File: src/hw/rtl/fma_pkg.sv
// Shared types, constants and helper functions for the factor marginal
// accumulate unit. No dependencies.
package fma_pkg;

  localparam int MAX_VARS   = 4;
  localparam int MAX_CARD   = 16;
  localparam int VALUE_BITS = 16;
  localparam int SUM_W      = 32;
  localparam int DIG_W      = $clog2(MAX_CARD);
  localparam int BIN_AW     = $clog2(MAX_CARD);
  localparam int CARD_W     = $clog2(MAX_CARD + 1);
  localparam int VCNT_W     = 3;
  localparam int POS_W      = 2;
  localparam int CFG_IDX_W  = 3;
  localparam int CFG_DATA_W = 5;

  localparam logic [CFG_IDX_W-1:0] REG_VAR_COUNT     = 3'd0;
  localparam logic [CFG_IDX_W-1:0] REG_CARD_A        = 3'd1;
  localparam logic [CFG_IDX_W-1:0] REG_CARD_B        = 3'd2;
  localparam logic [CFG_IDX_W-1:0] REG_CARD_C        = 3'd3;
  localparam logic [CFG_IDX_W-1:0] REG_CARD_D        = 3'd4;
  localparam logic [CFG_IDX_W-1:0] REG_KEEP_POSITION = 3'd5;

  typedef struct packed {
    logic [VALUE_BITS-1:0] prob_value;
    logic                  final_entry;
  } in_beat_t;

  typedef struct packed {
    logic [BIN_AW-1:0] bin_index;
    logic [SUM_W-1:0]  marginal_sum;
    logic              last_bin;
  } out_beat_t;

  typedef struct packed {
    logic [VCNT_W-1:0] var_count;
    logic [CARD_W-1:0] card_a;
    logic [CARD_W-1:0] card_b;
    logic [CARD_W-1:0] card_c;
    logic [CARD_W-1:0] card_d;
    logic [POS_W-1:0]  keep_position;
  } cfg_t;

  function automatic logic [VCNT_W-1:0] eff_vars(input cfg_t c);
    logic [VCNT_W-1:0] n;
    n = c.var_count;
    if (n == '0) n = VCNT_W'(1);
    if (n > VCNT_W'(MAX_VARS)) n = VCNT_W'(MAX_VARS);
    return n;
  endfunction

  function automatic logic [CARD_W-1:0] eff_card(input cfg_t c, input logic [POS_W-1:0] pos);
    logic [CARD_W-1:0] v;
    case (pos)
      2'd0: v = c.card_a;
      2'd1: v = c.card_b;
      2'd2: v = c.card_c;
      2'd3: v = c.card_d;
      default: v = CARD_W'(1);
    endcase
    if (v == '0) v = CARD_W'(1);
    if (v > CARD_W'(MAX_CARD)) v = CARD_W'(MAX_CARD);
    if ({1'b0, pos} >= eff_vars(c)) v = CARD_W'(1);
    return v;
  endfunction

endpackage

File: src/hw/rtl/factor_marginal_accumulate_unit.sv
// Factor marginal accumulate unit: top level with config registers,
// accumulate pipeline and bin emission sequencer.
// Depends on fma_pkg, fma_bin_ram, fma_digit_ctr.
//
// Usage:
//   Input channel (in_valid/in_stall/in_data) carries one table entry per
//   beat in mixed-radix order, first variable fastest. Each accepted entry
//   is added, saturating, into the bin of the kept variable's digit.
//   Non-final entries are taken one per cycle: a bin read is issued in the
//   accept cycle and the sum is written back the next; back-to-back hits
//   on one bin are forwarded around the RAM.
//   An entry with final_entry set stalls the input and clears the digits.
//   After its write-back, the bins 0..kcard-1 are emitted on the output
//   channel (out_valid/out_stall/out_data), one beat per bin, last_bin on
//   the final one; each bin passes through RAM read, output load and
//   handoff, plus any receiver stall. The output beat is held while
//   out_stall is high. After the last bin is taken, all bins are cleared
//   and input resumes. Configuration (cfg_we/cfg_index/cfg_wdata) must be
//   written only when idle; the block itself does not enforce this. Reset
//   loads the default configuration, zeroes digits and marks every bin
//   empty through per-bin valid flags; no clearing sweep is needed.
module factor_marginal_accumulate_unit
  import fma_pkg::*;
(
  input  logic                  clk,
  input  logic                  rst_n,
  input  logic                  in_valid,
  output logic                  in_stall,
  input  in_beat_t              in_data,
  output logic                  out_valid,
  input  logic                  out_stall,
  output out_beat_t             out_data,
  input  logic                  cfg_we,
  input  logic [CFG_IDX_W-1:0]  cfg_index,
  input  logic [CFG_DATA_W-1:0] cfg_wdata
);

  localparam logic [2:0] ST_ACC = 3'd0;
  localparam logic [2:0] ST_WB  = 3'd1;
  localparam logic [2:0] ST_RD  = 3'd2;
  localparam logic [2:0] ST_LD  = 3'd3;
  localparam logic [2:0] ST_OUT = 3'd4;

  cfg_t                  cfg_r;
  logic [2:0]            state_r, state_nxt;
  logic [BIN_AW-1:0]     k_r;
  logic [MAX_CARD-1:0]   vld_r;

  logic                  s1_vld_r;
  logic [BIN_AW-1:0]     s1_addr_r;
  logic [VALUE_BITS-1:0] s1_val_r;

  logic                  fwd_hit_r;
  logic [SUM_W-1:0]      fwd_data_r;
  logic [BIN_AW-1:0]     rd_addr_r;

  logic                  out_valid_r;
  out_beat_t             out_data_r;

  logic                  in_acc;
  logic [DIG_W-1:0]      kept;
  logic [BIN_AW-1:0]     raddr;
  logic [SUM_W-1:0]      ram_q;
  logic [SUM_W-1:0]      entry;
  logic [SUM_W:0]        sum;
  logic [SUM_W-1:0]      wdata;
  logic [CARD_W-1:0]     kcard;
  logic                  is_last;

  assign in_stall = (state_r != ST_ACC);
  assign in_acc   = in_valid && !in_stall;
  assign kcard    = eff_card(cfg_r, cfg_r.keep_position);
  assign is_last  = (CARD_W'(k_r) + CARD_W'(1)) == kcard;

  always_ff @(posedge clk) begin
    if (!rst_n) begin
      cfg_r.var_count     <= VCNT_W'(1);
      cfg_r.card_a        <= CARD_W'(2);
      cfg_r.card_b        <= CARD_W'(1);
      cfg_r.card_c        <= CARD_W'(1);
      cfg_r.card_d        <= CARD_W'(1);
      cfg_r.keep_position <= '0;
    end else if (cfg_we) begin
      case (cfg_index)
        REG_VAR_COUNT:     cfg_r.var_count     <= cfg_wdata[VCNT_W-1:0];
        REG_CARD_A:        cfg_r.card_a        <= cfg_wdata[CARD_W-1:0];
        REG_CARD_B:        cfg_r.card_b        <= cfg_wdata[CARD_W-1:0];
        REG_CARD_C:        cfg_r.card_c        <= cfg_wdata[CARD_W-1:0];
        REG_CARD_D:        cfg_r.card_d        <= cfg_wdata[CARD_W-1:0];
        REG_KEEP_POSITION: cfg_r.keep_position <= cfg_wdata[POS_W-1:0];
        default: ;
      endcase
    end
  end

  fma_digit_ctr u_digits (
    .clk   (clk),
    .rst_n (rst_n),
    .cfg   (cfg_r),
    .step  (in_acc && !in_data.final_entry),
    .clr   (in_acc && in_data.final_entry),
    .kept  (kept)
  );

  assign raddr = (state_r == ST_RD) ? k_r : BIN_AW'(kept);

  // entry value as seen by the stage after the read, with write forwarding
  assign entry = fwd_hit_r ? fwd_data_r : (vld_r[rd_addr_r] ? ram_q : '0);
  assign sum   = {1'b0, entry} + (SUM_W+1)'(s1_val_r);
  assign wdata = sum[SUM_W] ? '1 : sum[SUM_W-1:0];

  fma_bin_ram u_bins (
    .clk   (clk),
    .we    (s1_vld_r),
    .waddr (s1_addr_r),
    .wdata (wdata),
    .raddr (raddr),
    .rdata (ram_q)
  );

  always_ff @(posedge clk) begin
    s1_addr_r  <= BIN_AW'(kept);
    s1_val_r   <= in_data.prob_value;
    rd_addr_r  <= raddr;
    fwd_data_r <= wdata;
    if (!rst_n) begin
      s1_vld_r  <= 1'b0;
      fwd_hit_r <= 1'b0;
    end else begin
      s1_vld_r  <= in_acc;
      fwd_hit_r <= s1_vld_r && (s1_addr_r == raddr);
    end
  end

  always_comb begin
    state_nxt = state_r;
    case (state_r)
      ST_ACC:  if (in_acc && in_data.final_entry) state_nxt = ST_WB;
      ST_WB:   state_nxt = ST_RD;
      ST_RD:   state_nxt = ST_LD;
      ST_LD:   state_nxt = ST_OUT;
      ST_OUT:  if (!out_stall) state_nxt = out_data_r.last_bin ? ST_ACC : ST_RD;
      default: state_nxt = ST_ACC;
    endcase
  end

  always_ff @(posedge clk) begin
    if (!rst_n) begin
      state_r     <= ST_ACC;
      k_r         <= '0;
      vld_r       <= '0;
      out_valid_r <= 1'b0;
    end else begin
      state_r <= state_nxt;
      if (s1_vld_r) begin
        vld_r[s1_addr_r] <= 1'b1;
      end
      case (state_r)
        ST_WB: k_r <= '0;
        ST_LD: out_valid_r <= 1'b1;
        ST_OUT: begin
          if (!out_stall) begin
            out_valid_r <= 1'b0;
            k_r         <= k_r + BIN_AW'(1);
            if (out_data_r.last_bin) begin
              vld_r <= '0;
            end
          end
        end
        default: ;
      endcase
    end
  end

  always_ff @(posedge clk) begin
    if (state_r == ST_LD) begin
      out_data_r.bin_index    <= k_r;
      out_data_r.marginal_sum <= entry;
      out_data_r.last_bin     <= is_last;
    end
  end

  assign out_valid = out_valid_r;
  assign out_data  = out_data_r;

endmodule

File: src/hw/rtl/fma_bin_ram.sv
// Bin accumulator storage: one write port, one registered read port.
// Depends on fma_pkg.
module fma_bin_ram
  import fma_pkg::*;
(
  input  logic              clk,
  input  logic              we,
  input  logic [BIN_AW-1:0] waddr,
  input  logic [SUM_W-1:0]  wdata,
  input  logic [BIN_AW-1:0] raddr,
  output logic [SUM_W-1:0]  rdata
);

  logic [SUM_W-1:0] mem [MAX_CARD];
  logic [SUM_W-1:0] rdata_r;

  always_ff @(posedge clk) begin
    if (we) begin
      mem[waddr] <= wdata;
    end
  end

  always_ff @(posedge clk) begin
    rdata_r <= mem[raddr];
  end

  assign rdata = rdata_r;

endmodule

File: src/hw/rtl/fma_digit_ctr.sv
// Mixed-radix digit counters for the table scope; yields the kept digit.
// Depends on fma_pkg.
module fma_digit_ctr
  import fma_pkg::*;
(
  input  logic             clk,
  input  logic             rst_n,
  input  cfg_t             cfg,
  input  logic             step,
  input  logic             clr,
  output logic [DIG_W-1:0] kept
);

  logic [DIG_W-1:0]  dig_r   [MAX_VARS];
  logic [DIG_W-1:0]  dig_nxt [MAX_VARS];
  logic [VCNT_W-1:0] nvars;

  assign nvars = eff_vars(cfg);

  always_comb begin
    logic             carry;
    logic [DIG_W:0]   inc;
    carry = 1'b1;
    for (int i = 0; i < MAX_VARS; i++) begin
      dig_nxt[i] = dig_r[i];
      inc = {1'b0, dig_r[i]} + (DIG_W+1)'(1);
      if (carry && (VCNT_W'(i) < nvars)) begin
        if (inc >= (DIG_W+1)'(eff_card(cfg, POS_W'(i)))) begin
          dig_nxt[i] = '0;
        end else begin
          dig_nxt[i] = inc[DIG_W-1:0];
          carry = 1'b0;
        end
      end
    end
  end

  always_ff @(posedge clk) begin
    if (!rst_n || clr) begin
      for (int i = 0; i < MAX_VARS; i++) dig_r[i] <= '0;
    end else if (step) begin
      for (int i = 0; i < MAX_VARS; i++) dig_r[i] <= dig_nxt[i];
    end
  end

  assign kept = ({1'b0, cfg.keep_position} < nvars) ? dig_r[cfg.keep_position] : '0;

endmodule

File: config.mk
export PLATFORM = sky130hd
export DESIGN_NAME = factor_marginal_accumulate_unit
export DESIGN_NICKNAME = d
export VERILOG_FILES = /design/src/hw/rtl/fma_pkg.sv /design/src/hw/rtl/factor_marginal_accumulate_unit.sv /design/src/hw/rtl/fma_bin_ram.sv /design/src/hw/rtl/fma_digit_ctr.sv
export SDC_FILE = /design/constraint.sdc
export NUM_CORES = 1
export LEC_CHECK = 0
export BUFFER_PORTS_ARGS = -buffer_cell sky130_fd_sc_hd__buf_2
export CELL_PAD_IN_SITES_DETAIL_PLACEMENT = 0
export CELL_PAD_IN_SITES_GLOBAL_PLACEMENT = 1
export CORE_MARGIN = 8
export CORE_UTILIZATION = 57
export DETAILED_ROUTE_END_ITERATION = 10
export PLACE_DENSITY_LB_ADDON = 0.1
export SKIP_LAST_GASP = 1
export SYNTH_ARGS = -nofsm -noshare
export SYNTH_HDL_FRONTEND = slang
export SYNTH_SLANG_ARGS = --single-unit
File: constraint.sdc
create_clock -name clk -period 11.4 [get_ports clk]
set_input_delay 0.57 -clock clk [delete_from_list [all_inputs] [get_ports clk]]
set_output_delay 0.57 -clock clk [all_outputs]
set_load 0.1 [all_outputs]
==> metrics.md <==
| Metric | Value |
|---|---|
| DRC Markers | 0 |
| Die Wd | between 200 and 250 µm |
| Cell Pwr Density | between 150 and 200 mW/mm² |
| Routed vias/inst | around 6.2 |
| Post-CTS Resized | 0 |
| Comb power frac | roughly an eighth |
| Drt initial violations | between 1,500 and 2,000 |
| Final Cell Area | between 0.03 and 0.04 mm² |
| Routed len/inst | roughly 26 µm |
| CP Class | flip-flop to flip-flop |
| Setup TNS | 0 ns |
| Flops & latches, synth | just over 700 |
| Gpl congestion | ~0.79 |
| Final setup vio count | 0 |
| Global route overflow | 0 |
| Hold Path Class | input port to flip-flop |
| Final Max Tran Viols | 0 |
| RSZ-0062 raised after global routing | false |
| CTS tree | done |
| Most frequent cells in the layout | edfxtp_1 (565), nand2_1 (235), mux2i_1 (159), dfxtp_1 (140), a21oi_1 (139) |
| Dpl ws | about 5.3 ns |
| Pin count of the biggest net entering global routing | approximately 140 |
| Vias | about 17,000 |
| FF-to-FF path depth | 17 |
| Tcrit/Tclk final | between 50% and 60% |
| First-pass GRT wire length | about 110,000 µm |
| Synth async-reset ratio | 0% |
| Net switching share of the total power | about a quarter |
| Nets | between 2,000 and 2,500 |
| Slew headroom | under 10% |
| Int Pwr | 0.00465 W |
| Layout area overhead | 12.3% |
| Total track usage | between 20% and 30% |
| Type of origin of the critical path | flip-flop |
| Post-CTS setup repair buffer count | 0 |
| Die area | 0.0572 mm² |
| Max-Cap Viols | 0 |
| Reg2reg end | u_bins.mem[3][27]$_DFFE_PP_ |
| Synth unique cells | 70 |
| Final Hold Fails | 0 |
| Min cycle time layout | just over 6 ns |
| Number of CTS-inserted buffers | just over 70 |
| Remaining antenna violation count | 0 |
| Cells after synthesis | about 2,000 |
| CTS sink cnt | just over 700 |
| Clock Pin Slew Worst Setup and Hold Paths | 0.06 ns |
| # rows | ~80 |
| Synth Net Count | around 2,100 |
| FILL cells | around 3,800 |
| Critical register-to-register path startpoint | rd_addr_r[0]$_DFF_P_ |
| Routed wire length | between 70,000 and 80,000 µm |
| DP Area | between 0.02 and 0.03 mm² |
| WP data required | 11.65 ns |
| Max IR drop VDD | 158 µV |
| Initial antenna violation count | 1 |
| CP Max Fanout | 24 |
| Flop pwr share | about half |
| CORE AREA | approximately 0.050 mm² |
| Share of layout cells above drive strength 1 | about 14% |
| # hold bufs at CTS | 0 |
| Switch Pwr | around 0.0015 W |
| Initial Utilization | a little under three fifths |
| Worst-Skew Late Latency | between 0.6 and 0.7 ns |
| Number of synthesized flops with an enable pin | between 500 and 600 |
| YS warnings | 0 |
| Slack of the worst reg-to-reg path | ~5.2 ns |
| Root Buffer | clkbuf_16 |
| Most common cell after layout, fill and taps aside | edfxtp_1 |
| Sequential fraction of the synthesis area | between 60% and 70% |
| Drt first pass iters | 5 |
| Arr. time, crit path | about 6.4 ns |
| Longest Clk Path Bufs | 3 |
| Post-Syn Area | roughly 0.028 mm² |
| Die Ht | 239 µm |
| Detailed Place HPWL | 40,600 µm |
| Hold WS | 0.0664 ns |
| CP Capture Type | flip-flop |
| Ant. Diodes | 0 |
| # port buffers | between 60 and 70 |
| Worst Tran Pin Value | roughly 1.4 ns |
| Syn avg cell area | around 14 µm² |
| Final WS setup | 5.21 ns |
| Maximum clock frequency | roughly 160 MHz |
| Critical Path Sink | u_bins.mem[3][27]$_DFFE_PP_ |
| Status | finished, final reports clean |
| H-tree levels | 3 |
| Crit path from | rd_addr_r[0]$_DFF_P_ |
| Primary FF master, synth | edfxtp_1 |
| Worst Clk Skew | between 0.02 and 0.03 ns |
| Io pins | approximately 70 |
| Clk network pwr share | 38.3% |
| Leakage | between 10 and 15 nW |
| Vias in the first global route | roughly 17,000 |
-- worst max-delay path, stage by stage, from the launching register on --
cell       delay (ns)
dfxtp_1          0.52
mux2_2           0.22
a2bb2oi_1        0.29
a21boi_0         0.24
nor2_2           0.32
buf_4            0.34
nand2_1          0.08
o21ai_0          0.24
ha_1             0.26
inv_1            0.07
fa_1             0.40
nand2b_1         0.18
a21oi_1          0.26
o211ai_1         0.17
a21oi_1          0.34
o211a_1          0.45
nand4_4          0.62
o21ai_1          0.81
-- cells in the mapped netlist (4+ instances only) --
| cell | count | area (µm²) |
|---|---|---|
| a22o_1 | 9 | 78.8 |
| edfxtp_1 | 565 | 17000 |
| or4_1 | 33 | 248 |
| clkbuf_1 | 53 | 199 |
| mux2i_1 | 159 | 1590 |
| nand2b_1 | 14 | 87.6 |
| inv_2 | 4 | 15.0 |
| a21oi_1 | 139 | 696 |
| a221oi_1 | 129 | 1130 |
| nand3_1 | 18 | 90.1 |
| dfxtp_1 | 141 | 2820 |
| nor2b_1 | 23 | 144 |
| and2_1 | 6 | 37.5 |
| a21oi_2 | 26 | 228 |
| buf_6 | 9 | 101 |
| nor3_1 | 19 | 95.1 |
| nor2_1 | 77 | 289 |
| a31oi_1 | 4 | 25.0 |
| o21ai_0 | 44 | 220 |
| a21boi_0 | 4 | 30.0 |
| nand2_1 | 238 | 893 |
| ha_1 | 43 | 538 |
| or3_1 | 5 | 31.3 |
| nor3b_1 | 6 | 45.0 |
| xnor2_1 | 17 | 149 |
| buf_1 | 11 | 41.3 |
| mux4_2 | 10 | 225 |
| and3_1 | 10 | 62.6 |
| inv_1 | 23 | 86.3 |
| o211ai_1 | 8 | 60.1 |
| nand3b_1 | 6 | 45.0 |
| buf_2 | 33 | 165 |
| o21a_1 | 20 | 150 |
| a21o_1 | 19 | 143 |
| xor2_1 | 16 | 140 |
-- cell families after synthesis --
logic type / synth area share [%]
AOI/OAI and AO/OA: 10.7
xor gates and xnor gates: 1.02
adders and majority gates: 1.97
DFF: 69.7
buffers and inverters: 2.22
muxes: 6.73
and+or+nand+nor: 7.64
-- power groups by stage --
stage / logic [W] / clock network (W) / registers, W
2_1_floorplan: 0.000507 / 0 / 0.00311
3_3_place_gp: 0.000699 / 0 / 0.00314
3_5_place_dp: 0.000719 / 0 / 0.00314
4_1_cts: 0.000724 / 0.00240 / 0.00309
5_1_grt: 0.000792 / 0.00250 / 0.00310
6_report: 0.000724 / 0.00237 / 0.00309
-- per-layer routing --
metal | global-route usage (%) | part of all wire [%] | up-vias | wire length [µm]
met3 | 3.16 | 5.3 | 117 | 3780
li1 | - | - | 7839 | -
met4 | 8.05 | 2.7 | 2 | 1970
met1 | 33.7 | 43 | 8686 | 30600
met2 | 42.6 | 49 | 554 | 35600
met5 | 0 | 0.018 | - | 13
-- metrics by stage --
step / util, % / instances / total power [W]
after floorplan: - / 1996 / 0.00362
after global placement: 59.4 / 2665 / 0.00384
after detailed placement: 59.4 / 2665 / 0.00386
after CTS: 64.2 / 2795 / 0.00621
after global routing: 64.2 / 2795 / 0.00639
final: 64.2 / 2795 / 0.00618
-- sequential cells by signal, indices dropped and copies added (netlist names), named ones only --
signal	flops
u_bins.mem	512
vld_r	16
state_r	3
out_data	37
fwd_hit_r	1
cfg_r	25
s1_vld_r	1
fwd_data_r	32
u_bins.rdata	32
u_digits.dig_r	16
s1_addr_r	4
rd_addr_r	4
s1_val_r	16
k_r	4
out_valid	1
-- how the worst min path moves through the flow --
stage	startpoint	endpoint	slack, ns	cells past startpoint
2_1_floorplan	vld_r[15]$_SDFF_PN0_	vld_r[15]$_SDFF_PN0_	0.44	1
3_3_place_gp	vld_r[12]$_SDFF_PN0_	vld_r[12]$_SDFF_PN0_	0.44	1
3_5_place_dp	vld_r[12]$_SDFF_PN0_	vld_r[12]$_SDFF_PN0_	0.45	1
4_1_cts	in_data[15]	s1_val_r[14]$_DFF_P_	0.04	1
5_1_grt	in_data[8]	s1_val_r[7]$_DFF_P_	0.06	1
6_report	in_data[2]	s1_val_r[1]$_DFF_P_	0.07	1
-- layout make-up --
class | count | area [µm²] | share of cell area (%)
tap | 672 | 841 | 2.64
multi-input combinational | 1154 | 8120 | 25.4
sequential | 706 | 19800 | 62.0
inverter | 27 | 109 | 0.341
timing repair buffer | 106 | 638 | 2.00
clock inverter | 24 | 268 | 0.839
clock buffer | 106 | 2140 | 6.70
Note: power is estimated with default switching activity, not from simulation.
